**config.mk**
```make
export PLATFORM = sky130hd
export DESIGN_NAME = huffman_decode_from_frequencies_top_flat
export DESIGN_NICKNAME = d
export VERILOG_FILES = /design/src/rtl/hfd_pkg.sv /design/src/rtl/hfd_in_if.sv /design/src/rtl/hfd_out_if.sv /design/src/rtl/hfd_builder.sv /design/src/rtl/hfd_matcher.sv /design/src/rtl/huffman_decode_from_frequencies_top.sv /design/src/flat_wrapper.sv
export SDC_FILE = /design/constraint.sdc
export NUM_CORES = 2
export LEC_CHECK = 0
export BUFFER_PORTS_ARGS = -buffer_cell sky130_fd_sc_hd__buf_4
export CAP_MARGIN = 20
export CORE_UTILIZATION = 60
export DETAILED_ROUTE_END_ITERATION = 6
export GPL_TIMING_DRIVEN = 0
export PLACE_DENSITY = 0.86
export SLEW_MARGIN = 20
export SYNTH_ARGS = -nofsm -noshare
export SYNTH_HDL_FRONTEND = slang
export SYNTH_SLANG_ARGS = --single-unit
```
**constraint.sdc**
```tcl
create_clock -name clk -period 11 [get_ports clk]
set_input_delay 0.55 -clock clk [delete_from_list [all_inputs] [get_ports clk]]
set_output_delay 0.55 -clock clk [all_outputs]
set_load 0.05 [all_outputs]
```
**src/rtl/hfd_pkg.sv**
```systemverilog
// Package for the sixteen-symbol Huffman decoder.
// Holds field widths, register indexes, builder states and shared structs.
// No dependencies.
package hfd_pkg;

  localparam int MAX_SYMS  = 16;
  localparam int SYM_W     = 4;
  localparam int FREQ_W    = 8;
  localparam int NODE_W    = 5;
  localparam int SUM_W     = 12;
  localparam int CODE_W    = 15;
  localparam int LEN_W     = 4;
  localparam int CFG_W     = 64;
  localparam int CFG_IDX_W = 8;

  localparam logic [CFG_IDX_W-1:0] REG_FREQ_LOW  = 8'd0;
  localparam logic [CFG_IDX_W-1:0] REG_FREQ_HIGH = 8'd1;

  typedef enum logic [2:0] {
    ST_IDLE  = 3'b001,
    ST_LOAD  = 3'b010,
    ST_MERGE = 3'b100
  } build_state_t;

  typedef struct packed {
    logic [NODE_W-1:0] id;
    logic [SUM_W-1:0]  fr;
  } node_t;

  typedef struct packed {
    logic              present;
    logic [LEN_W-1:0]  len;
    logic [CODE_W-1:0] code;
  } code_entry_t;

  typedef struct packed {
    logic [SYM_W-1:0] symbol;
    logic [LEN_W-1:0] bits_used;
    logic             empty_error;
  } match_t;

endpackage

```
**src/rtl/hfd_in_if.sv**
```systemverilog
// Input channel of the Huffman decoder: valid, ready and the bit window.
// Depends on hfd_pkg.
interface hfd_in_if;
  logic                        valid;
  logic                        ready;
  logic [hfd_pkg::CODE_W-1:0]  bit_window;

  modport source (output valid, output bit_window, input ready);
  modport sink   (input valid, input bit_window, output ready);
endinterface

```
**src/rtl/hfd_out_if.sv**
```systemverilog
// Result channel of the Huffman decoder: valid, ready and the decoded fields.
// Depends on hfd_pkg.
interface hfd_out_if;
  logic                       valid;
  logic                       ready;
  logic [hfd_pkg::SYM_W-1:0]  symbol;
  logic [hfd_pkg::LEN_W-1:0]  bits_used;
  logic                       empty_error;

  modport source (output valid, output symbol, output bits_used, output empty_error,
                  input ready);
  modport sink   (input valid, input symbol, input bits_used, input empty_error,
                  output ready);
endinterface

```
**src/rtl/hfd_builder.sv**
```systemverilog
// Frequency registers and the code builder sequencer of the Huffman decoder.
// One symbol is sorted in per cycle, then one merge per cycle. Depends on hfd_pkg.
module hfd_builder #(
  parameter int SYMBOL_COUNT = 16
) (
  input  logic                           clk,
  input  logic                           rst_n,
  input  logic                           cfg_we,
  input  logic [hfd_pkg::CFG_IDX_W-1:0]  cfg_index,
  input  logic [hfd_pkg::CFG_W-1:0]      cfg_wdata,
  output logic                           busy,
  output hfd_pkg::code_entry_t           code_tab [SYMBOL_COUNT]
);

  localparam int CNT_W = $clog2(SYMBOL_COUNT + 1);
  localparam int SIX_W = $clog2(SYMBOL_COUNT);

  hfd_pkg::build_state_t state_r, state_nxt;
  logic [CNT_W-1:0]           cnt_r, cnt_nxt;
  logic [SIX_W-1:0]           sym_r, sym_nxt;
  logic [hfd_pkg::NODE_W-1:0] next_r, next_nxt;
  logic [hfd_pkg::CFG_W-1:0]  freq_lo_r, freq_hi_r;
  hfd_pkg::node_t             slot_r [SYMBOL_COUNT];
  hfd_pkg::node_t             slot_nxt [SYMBOL_COUNT];
  logic [hfd_pkg::NODE_W-1:0] top_r [SYMBOL_COUNT];
  logic [hfd_pkg::NODE_W-1:0] top_nxt [SYMBOL_COUNT];
  logic [hfd_pkg::CODE_W-1:0] code_r [SYMBOL_COUNT];
  logic [hfd_pkg::CODE_W-1:0] code_nxt [SYMBOL_COUNT];
  logic [hfd_pkg::LEN_W-1:0]  len_r [SYMBOL_COUNT];
  logic [hfd_pkg::LEN_W-1:0]  len_nxt [SYMBOL_COUNT];
  logic [hfd_pkg::FREQ_W-1:0] fr_sym [SYMBOL_COUNT];

  hfd_pkg::node_t   base [SYMBOL_COUNT];
  hfd_pkg::node_t   ins [SYMBOL_COUNT];
  hfd_pkg::node_t   new_node;
  logic [CNT_W-1:0] nb;
  logic             le [SYMBOL_COUNT];
  logic             rebuild;

  for (genvar k = 0; k < SYMBOL_COUNT; k++) begin : g_sym
    if (k < 8) begin : g_lo
      assign fr_sym[k] = freq_lo_r[k*8 +: 8];
    end else begin : g_hi
      assign fr_sym[k] = freq_hi_r[(k-8)*8 +: 8];
    end
    assign code_tab[k].present = (fr_sym[k] != '0);
    assign code_tab[k].len     = len_r[k];
    assign code_tab[k].code    = code_r[k];
  end

  assign busy    = (state_r != hfd_pkg::ST_IDLE);
  assign rebuild = cfg_we && ((cfg_index == hfd_pkg::REG_FREQ_LOW) ||
                              (cfg_index == hfd_pkg::REG_FREQ_HIGH));

  // The list is kept smallest first; a new node goes ahead of (at a lower index than) any equal node.
  always_comb begin
    if (state_r == hfd_pkg::ST_LOAD) begin
      for (int j = 0; j < SYMBOL_COUNT; j++) base[j] = slot_r[j];
      nb          = cnt_r;
      new_node.id = hfd_pkg::NODE_W'(sym_r);
      new_node.fr = hfd_pkg::SUM_W'(fr_sym[sym_r]);
    end else begin
      for (int j = 0; j < SYMBOL_COUNT; j++) begin
        base[j] = (j + 2 < SYMBOL_COUNT) ? slot_r[(j + 2) % SYMBOL_COUNT] : slot_r[j];
      end
      nb          = cnt_r - CNT_W'(2);
      new_node.id = next_r;
      new_node.fr = slot_r[0].fr + slot_r[1].fr;
    end
    for (int j = 0; j < SYMBOL_COUNT; j++) begin
      le[j] = (CNT_W'(j) < nb) && (base[j].fr < new_node.fr);
    end
    for (int j = 0; j < SYMBOL_COUNT; j++) begin
      if (le[j]) begin
        ins[j] = base[j];
      end else if (j == 0) begin
        ins[j] = new_node;
      end else if (le[j-1]) begin
        ins[j] = new_node;
      end else begin
        ins[j] = base[j-1];
      end
    end
  end

  always_comb begin
    state_nxt = state_r;
    cnt_nxt   = cnt_r;
    sym_nxt   = sym_r;
    next_nxt  = next_r;
    for (int j = 0; j < SYMBOL_COUNT; j++) begin
      slot_nxt[j] = slot_r[j];
      top_nxt[j]  = top_r[j];
      code_nxt[j] = code_r[j];
      len_nxt[j]  = len_r[j];
    end
    if (rebuild) begin
      state_nxt = hfd_pkg::ST_LOAD;
      cnt_nxt   = '0;
      sym_nxt   = '0;
      next_nxt  = hfd_pkg::NODE_W'(hfd_pkg::MAX_SYMS);
      for (int j = 0; j < SYMBOL_COUNT; j++) begin
        top_nxt[j]  = hfd_pkg::NODE_W'(j);
        code_nxt[j] = '0;
        len_nxt[j]  = '0;
      end
    end else begin
      unique case (state_r)
        hfd_pkg::ST_IDLE: begin
        end
        hfd_pkg::ST_LOAD: begin
          if (fr_sym[sym_r] != '0) begin
            for (int j = 0; j < SYMBOL_COUNT; j++) slot_nxt[j] = ins[j];
            cnt_nxt = cnt_r + CNT_W'(1);
          end
          sym_nxt = sym_r + SIX_W'(1);
          if (sym_r == SIX_W'(SYMBOL_COUNT - 1)) begin
            state_nxt = hfd_pkg::ST_MERGE;
          end
        end
        hfd_pkg::ST_MERGE: begin
          if (cnt_r < CNT_W'(2)) begin
            state_nxt = hfd_pkg::ST_IDLE;
          end else begin
            for (int j = 0; j < SYMBOL_COUNT; j++) slot_nxt[j] = ins[j];
            cnt_nxt  = cnt_r - CNT_W'(1);
            next_nxt = next_r + hfd_pkg::NODE_W'(1);
            for (int j = 0; j < SYMBOL_COUNT; j++) begin
              if (top_r[j] == slot_r[0].id) begin
                code_nxt[j] = {code_r[j][hfd_pkg::CODE_W-2:0], 1'b0};
                len_nxt[j]  = len_r[j] + hfd_pkg::LEN_W'(1);
                top_nxt[j]  = next_r;
              end else if (top_r[j] == slot_r[1].id) begin
                code_nxt[j] = {code_r[j][hfd_pkg::CODE_W-2:0], 1'b1};
                len_nxt[j]  = len_r[j] + hfd_pkg::LEN_W'(1);
                top_nxt[j]  = next_r;
              end
            end
          end
        end
        default: state_nxt = hfd_pkg::ST_IDLE;
      endcase
    end
  end

  always_ff @(posedge clk) begin
    if (!rst_n) begin
      state_r   <= hfd_pkg::ST_IDLE;
      cnt_r     <= '0;
      sym_r     <= '0;
      next_r    <= '0;
      freq_lo_r <= '0;
      freq_hi_r <= '0;
    end else begin
      state_r <= state_nxt;
      cnt_r   <= cnt_nxt;
      sym_r   <= sym_nxt;
      next_r  <= next_nxt;
      if (cfg_we && (cfg_index == hfd_pkg::REG_FREQ_LOW)) freq_lo_r <= cfg_wdata;
      if (cfg_we && (cfg_index == hfd_pkg::REG_FREQ_HIGH)) freq_hi_r <= cfg_wdata;
    end
  end

  always_ff @(posedge clk) begin
    for (int j = 0; j < SYMBOL_COUNT; j++) begin
      slot_r[j] <= slot_nxt[j];
      top_r[j]  <= top_nxt[j];
      code_r[j] <= code_nxt[j];
      len_r[j]  <= len_nxt[j];
    end
  end

endmodule

```
**src/rtl/hfd_matcher.sv**
```systemverilog
// Parallel code matcher of the Huffman decoder: compares a window against all
// masked codes and picks the lowest matching present symbol. Depends on hfd_pkg.
module hfd_matcher #(
  parameter int SYMBOL_COUNT = 16
) (
  input  logic [hfd_pkg::CODE_W-1:0] bit_window,
  input  hfd_pkg::code_entry_t       code_tab [SYMBOL_COUNT],
  output hfd_pkg::match_t            result
);

  logic [hfd_pkg::CODE_W:0] mask_w [SYMBOL_COUNT];

  always_comb begin
    result.symbol      = '0;
    result.bits_used   = '0;
    result.empty_error = 1'b1;
    for (int s = SYMBOL_COUNT - 1; s >= 0; s--) begin
      mask_w[s] = ((hfd_pkg::CODE_W + 1)'(1) << code_tab[s].len) - (hfd_pkg::CODE_W + 1)'(1);
      if (code_tab[s].present &&
          ((bit_window & mask_w[s][hfd_pkg::CODE_W-1:0]) ==
           (code_tab[s].code & mask_w[s][hfd_pkg::CODE_W-1:0]))) begin
        result.symbol      = hfd_pkg::SYM_W'(s);
        result.bits_used   = code_tab[s].len;
        result.empty_error = 1'b0;
      end
    end
  end

endmodule

```
**src/rtl/huffman_decode_from_frequencies_top.sv**
```systemverilog
// Huffman decoder for up to sixteen symbols whose code is built from byte
// frequencies. A write to either frequency register starts a rebuild that sorts
// in each symbol in turn and then merges nodes pairwise, during which the input
// is not ready; after that one window is decoded per cycle while the result
// channel does not stall, and the result of the parallel code matcher is held
// in the result register.
// Depends on hfd_pkg, hfd_in_if, hfd_out_if, hfd_builder and hfd_matcher.
module huffman_decode_from_frequencies_top #(
  parameter int SYMBOL_COUNT = 16
) (
  input  logic                           clk,
  input  logic                           rst_n,
  input  logic                           cfg_we,
  input  logic [hfd_pkg::CFG_IDX_W-1:0]  cfg_index,
  input  logic [hfd_pkg::CFG_W-1:0]      cfg_wdata,
  hfd_in_if.sink                         in_chan,
  hfd_out_if.source                      out_chan
);

  hfd_pkg::code_entry_t code_tab [SYMBOL_COUNT];
  hfd_pkg::match_t      match;
  hfd_pkg::match_t      res_r;
  logic                 out_valid_r;
  logic                 busy;
  logic                 in_xfer;

  hfd_builder #(.SYMBOL_COUNT(SYMBOL_COUNT)) u_builder (
    .clk       (clk),
    .rst_n     (rst_n),
    .cfg_we    (cfg_we),
    .cfg_index (cfg_index),
    .cfg_wdata (cfg_wdata),
    .busy      (busy),
    .code_tab  (code_tab)
  );

  hfd_matcher #(.SYMBOL_COUNT(SYMBOL_COUNT)) u_matcher (
    .bit_window (in_chan.bit_window),
    .code_tab   (code_tab),
    .result     (match)
  );

  assign in_chan.ready = !busy && (!out_valid_r || out_chan.ready);
  assign in_xfer       = in_chan.valid && in_chan.ready;

  always_ff @(posedge clk) begin
    if (!rst_n) begin
      out_valid_r <= 1'b0;
    end else if (in_xfer) begin
      out_valid_r <= 1'b1;
    end else if (out_chan.ready) begin
      out_valid_r <= 1'b0;
    end
  end

  always_ff @(posedge clk) begin
    if (in_xfer) begin
      res_r <= match;
    end
  end

  assign out_chan.valid       = out_valid_r;
  assign out_chan.symbol      = res_r.symbol;
  assign out_chan.bits_used   = res_r.bits_used;
  assign out_chan.empty_error = res_r.empty_error;

endmodule

```
**src/flat_wrapper.sv**
```systemverilog
// flat-port wrapper written by rule: the top's interface ports become plain ports
module huffman_decode_from_frequencies_top_flat 
#(
  parameter int SYMBOL_COUNT = 16
)
  (clk, rst_n, cfg_we, cfg_index, cfg_wdata, in_chan_valid, in_chan_bit_window, in_chan_ready, out_chan_valid, out_chan_symbol, out_chan_bits_used, out_chan_empty_error, out_chan_ready);
  hfd_in_if in_chan_i ();
  hfd_out_if out_chan_i ();
  input  logic clk;
  input  logic rst_n;
  input  logic cfg_we;
  input  logic [hfd_pkg::CFG_IDX_W-1:0] cfg_index;
  input  logic [hfd_pkg::CFG_W-1:0] cfg_wdata;
  input wire logic [$bits(in_chan_i.valid)-1:0] in_chan_valid;
  input wire logic [$bits(in_chan_i.bit_window)-1:0] in_chan_bit_window;
  output wire logic [$bits(in_chan_i.ready)-1:0] in_chan_ready;
  output wire logic [$bits(out_chan_i.valid)-1:0] out_chan_valid;
  output wire logic [$bits(out_chan_i.symbol)-1:0] out_chan_symbol;
  output wire logic [$bits(out_chan_i.bits_used)-1:0] out_chan_bits_used;
  output wire logic [$bits(out_chan_i.empty_error)-1:0] out_chan_empty_error;
  input wire logic [$bits(out_chan_i.ready)-1:0] out_chan_ready;
  assign in_chan_i.valid = in_chan_valid;
  assign in_chan_i.bit_window = in_chan_bit_window;
  assign in_chan_ready = in_chan_i.ready;
  assign out_chan_valid = out_chan_i.valid;
  assign out_chan_symbol = out_chan_i.symbol;
  assign out_chan_bits_used = out_chan_i.bits_used;
  assign out_chan_empty_error = out_chan_i.empty_error;
  assign out_chan_i.ready = out_chan_ready;
  huffman_decode_from_frequencies_top #(.SYMBOL_COUNT(SYMBOL_COUNT)) u_core (.clk(clk), .rst_n(rst_n), .cfg_we(cfg_we), .cfg_index(cfg_index), .cfg_wdata(cfg_wdata), .in_chan(in_chan_i), .out_chan(out_chan_i));
endmodule
```
==> impl_metrics.json <==
{
  "clock_skew_ns": 0.0447,
  "first_pass_iters": 7,
  "post-place-cells": 7469,
  "dp_hpwl_mm": 144,
  "setup_viol": 0,
  "antenna_found_initial": 8,
  "die_w_um": 304,
  "final.period_utilization_pct": 73.4,
  "relSlewSlack_pct": 13.8,
  "async_flop_share_pct": 0,
  "power.switching_uw": 2350,
  "synth-seq-area-share_pct": 34.8,
  "final_nets": 6783,
  "initial_utilization_pct": 60.7,
  "root_buffer": "clkbuf_16",
  "hold_viol_final": 0,
  "core_area_mm2": 0.0901,
  "tightest_slew_ns": 1.29,
  "crit_slowest_cell": "clkbuf_1",
  "setup-tns-final_ns": 0,
  "power_switching_share_pct": 29.4,
  "syn_area_per_cell_um2": 8.86,
  "cp.arrival_ns": 8.50,
  "cts.repair.resized": 0,
  "rsz0062_at_grt": "false",
  "cts_hold_buf": 0,
  "vias_per_cell": 6.69,
  "post_cts_buffers": 0,
  "cp-end-kind": "register",
  "synth-seq-cells": 811,
  "path_cells": "ha_1 -> inv_1 -> fa_1 -> nor2b_1 -> o21ai_0 -> a21oi_1 -> o21ai_0 -> a21oi_1 -> a31oi_1 -> xnor2_1 -> and2_1 -> clkbuf_1 -> clkbuf_1 -> inv_1 -> ha_1 -> nand3_1 -> nor3_1 -> a221oi_1 -> o221ai_1 -> nor2_1 -> buf_2 -> clkbuf_1 -> a21oi_1",
  "num_vias": 51100,
  "combPwrFrac_pct": 16.5,
  "clockPowerShare_pct": 40.3,
  "clk_latency_ns": 0.71,
  "num_rows": 110,
  "power.density_mw_per_mm2": 132,
  "synthFlopType": "dfxtp_1",
  "grt_max_degree": 101,
  "slew_viol_final": 0,
  "cp_data_required_time_ns": 11.42,
  "drcViolationCount": 1,
  "routed_wl_mm": 198,
  "dr.first_iter.drc_count": 7037,
  "cp.depth": 23,
  "area.growth.synth_to_final_pct": 10.6,
  "die_y_um": 304,
  "worstHoldPathType": "in -> reg",
  "io_buffers": 87,
  "grt_pass1_wl_mm": 293,
  "pin_count": 103,
  "seqPwrFrac_pct": 43.2,
  "fmax_mhz": 124,
  "cts.reportedPaths.clkPinSlew_ns": 0.06,
  "ant_nets": 0,
  "netlist_area_mm2": 0.0548,
  "grt_pass1_vias": 48600,
  "path_delay_family": "buffers and inverters",
  "synth_edf_count": 281,
  "track_usage_pct": 41.2,
  "critPathKind": "reg -> reg",
  "syn_inst": 6181,
  "failed_checks": "design-rule violations",
  "synth_cell_types": 99,
  "cts_buffer_depth": 3,
  "final_layout_size_suffix_gt1_share_pct": 7.88,
  "crit_fanout": 17,
  "cp.buffers_inverters": 6,
  "reg2regPathDepth": 23,
  "yosys_warnings": 0,
  "cts_tree": "yes",
  "p_leak_uw": 0.0246,
  "gr-total-overflow": 0,
  "syn_nets": 6580,
  "whs_path_depth": 3,
  "critPathMaxStageDelay_ns": 0.87,
  "ir_worst_vdd_v": 0.000119,
  "wl_per_cell_um": 25.9,
  "gp_congestion": 1.04,
  "start_kind": "register",
  "outcome": "finished with violations",
  "htreeDepth": 3,
  "cts.sinks": 811,
  "maxCapViolCount": 0,
  "layout.cells.non_filler": 7639,
  "min_period_ns": 8.08,
  "die_area_mm2": 0.0925,
  "cts_inserted_buffers": 89,
  "internal-power_uw": 5640
}
==> placed cells by master (no fill, tap or decap), types with 249 or more instances in the layout <==
master    synthesis  final
xor2_1          249    249
o21ai_0         257    256
ha_1            305    305
dfxtp_1         530    530
nand2_1         663    663
edfxtp_1        281    281
mux2i_1         720    714
clkbuf_1        319    322
a21oi_1         296    295
xnor2_1         265    264
nor2_1          654    652
==> kinds of logic (layout without fill, tap and decap cells) <==
family / count (synthesis) / count (layout) / share of synthesized area, %
flip-flops: 811 / 811 / 34.8
adder cells (fa/ha/maj): 308 / 308 / 7.06
multiplexers: 779 / 779 / 15.2
buffers and inverters: 694 / 973 / 5.01
other: 0 / 3 / 0
XOR/XNOR: 514 / 514 / 8.22
AO/OA/AOI/OAI: 1184 / 1184 / 14.2
AND/OR/NAND/NOR: 1891 / 1891 / 15.6
==> cell usage after synthesis, types with 59 or more instances <==
cell | number | share of area [%]
a21oi_1 | 296 | 2.7
a21boi_0 | 134 | 1.8
a21o_1 | 60 | 0.82
xor2_1 | 249 | 4.0
edfxtp_1 | 281 | 15
inv_1 | 249 | 1.7
nand2b_1 | 64 | 0.73
clkbuf_1 | 319 | 2.2
o211ai_1 | 72 | 0.99
dfxtp_1 | 530 | 19
ha_1 | 305 | 7.0
buf_2 | 103 | 0.94
nor3_1 | 105 | 0.96
mux2i_1 | 720 | 13
nor2_1 | 654 | 4.5
nand3_1 | 85 | 0.78
nand2_1 | 663 | 4.5
xnor2_1 | 265 | 4.2
nor4_1 | 59 | 0.67
o21ai_0 | 257 | 2.3
==> worst paths after layout <==
path                                  startpoint                             end  slack [ns]
setup / recovery  u_core.u_builder.slot_r[0][17]  u_core.u_builder.slot_r[0][73]        2.92
hold / removal                     cfg_wdata[15]  u_core.u_builder.freq_lo_r[15]        0.12
setup reg to reg  u_core.u_builder.slot_r[0][17]  u_core.u_builder.slot_r[0][73]        2.92
hold reg to reg   u_core.u_builder.freq_lo_r[55]  u_core.u_builder.freq_lo_r[55]        0.49
==> registers in the layout, indices dropped and copies added (netlist names) <==
register,flops
u_core.u_builder.freq_lo_r,64
u_core.out_chan.symbol,4
u_core.u_builder.next_r,5
u_core.u_builder.cnt_r,5
u_core.u_builder.top_r,80
u_core.u_builder.code_r,240
u_core.out_chan.valid,1
u_core.out_chan.bits_used,4
u_core.u_builder.slot_r,272
u_core.u_builder.freq_hi_r,64
u_core.u_builder.sym_r,4
u_core.u_builder.state_r,3
u_core.u_builder.len_r,64
u_core.out_chan.empty_error,1
==> final cells by class <==
class                   count  area, um2
multi-input cells        4676      33100
repair buffers            112       1020
plain buffers             445       1830
flip-flops and latches    811      19000
diodes                      3       7.51
clock buffers             121       2500
clock inverters            46        613
well taps                1176       1470
fillers                  6994      29600
inverters                 249        942
==> per-layer routing <==
metal  global-route usage (%)  vias to the layer above  routed length (um)  share of wire [%]
li1                         -                    22300                   -                  -
met1                     50.3                    24200               71000                 36
met2                     62.8                     3568               84700                 43
met3                     11.5                     1048               25100                 13
met4                     29.5                       10               16700                8.5
met5                        0                        -                  79              0.040
==> per-stage QoR <==
step	power [uW]	util, %	worst slack, ns	hold slack [ns]	area [um2]
global placement	4740	63.1	1.12	0.464	56900
global route	8210	67.2	2.79	0.126	60600
floorplan	4420	-	3.84	0.446	54800
finish	7980	67.2	2.92	0.118	60600
CTS	7920	67.2	3.65	0.115	60500
detailed placement	4770	63.7	3.71	0.472	57400
==> power groups by stage <==
stage	Sequential, uW	Clock (uW)	Combinational, uW
after floorplan	3460	0	965
after global placement	3490	0	1250
after detailed placement	3500	0	1270
after CTS	3440	3190	1280
after global routing	3470	3310	1430
final	3450	3220	1320
==> tightest hold or removal path: cells and delay by family <==
family	cells	cell delay [ns]
AOI/OAI and AO/OA	1	0.06
and+or+nand+nor	1	0.04
buffers and inverters	1	0.12
(Power assumes the default switching activity.)
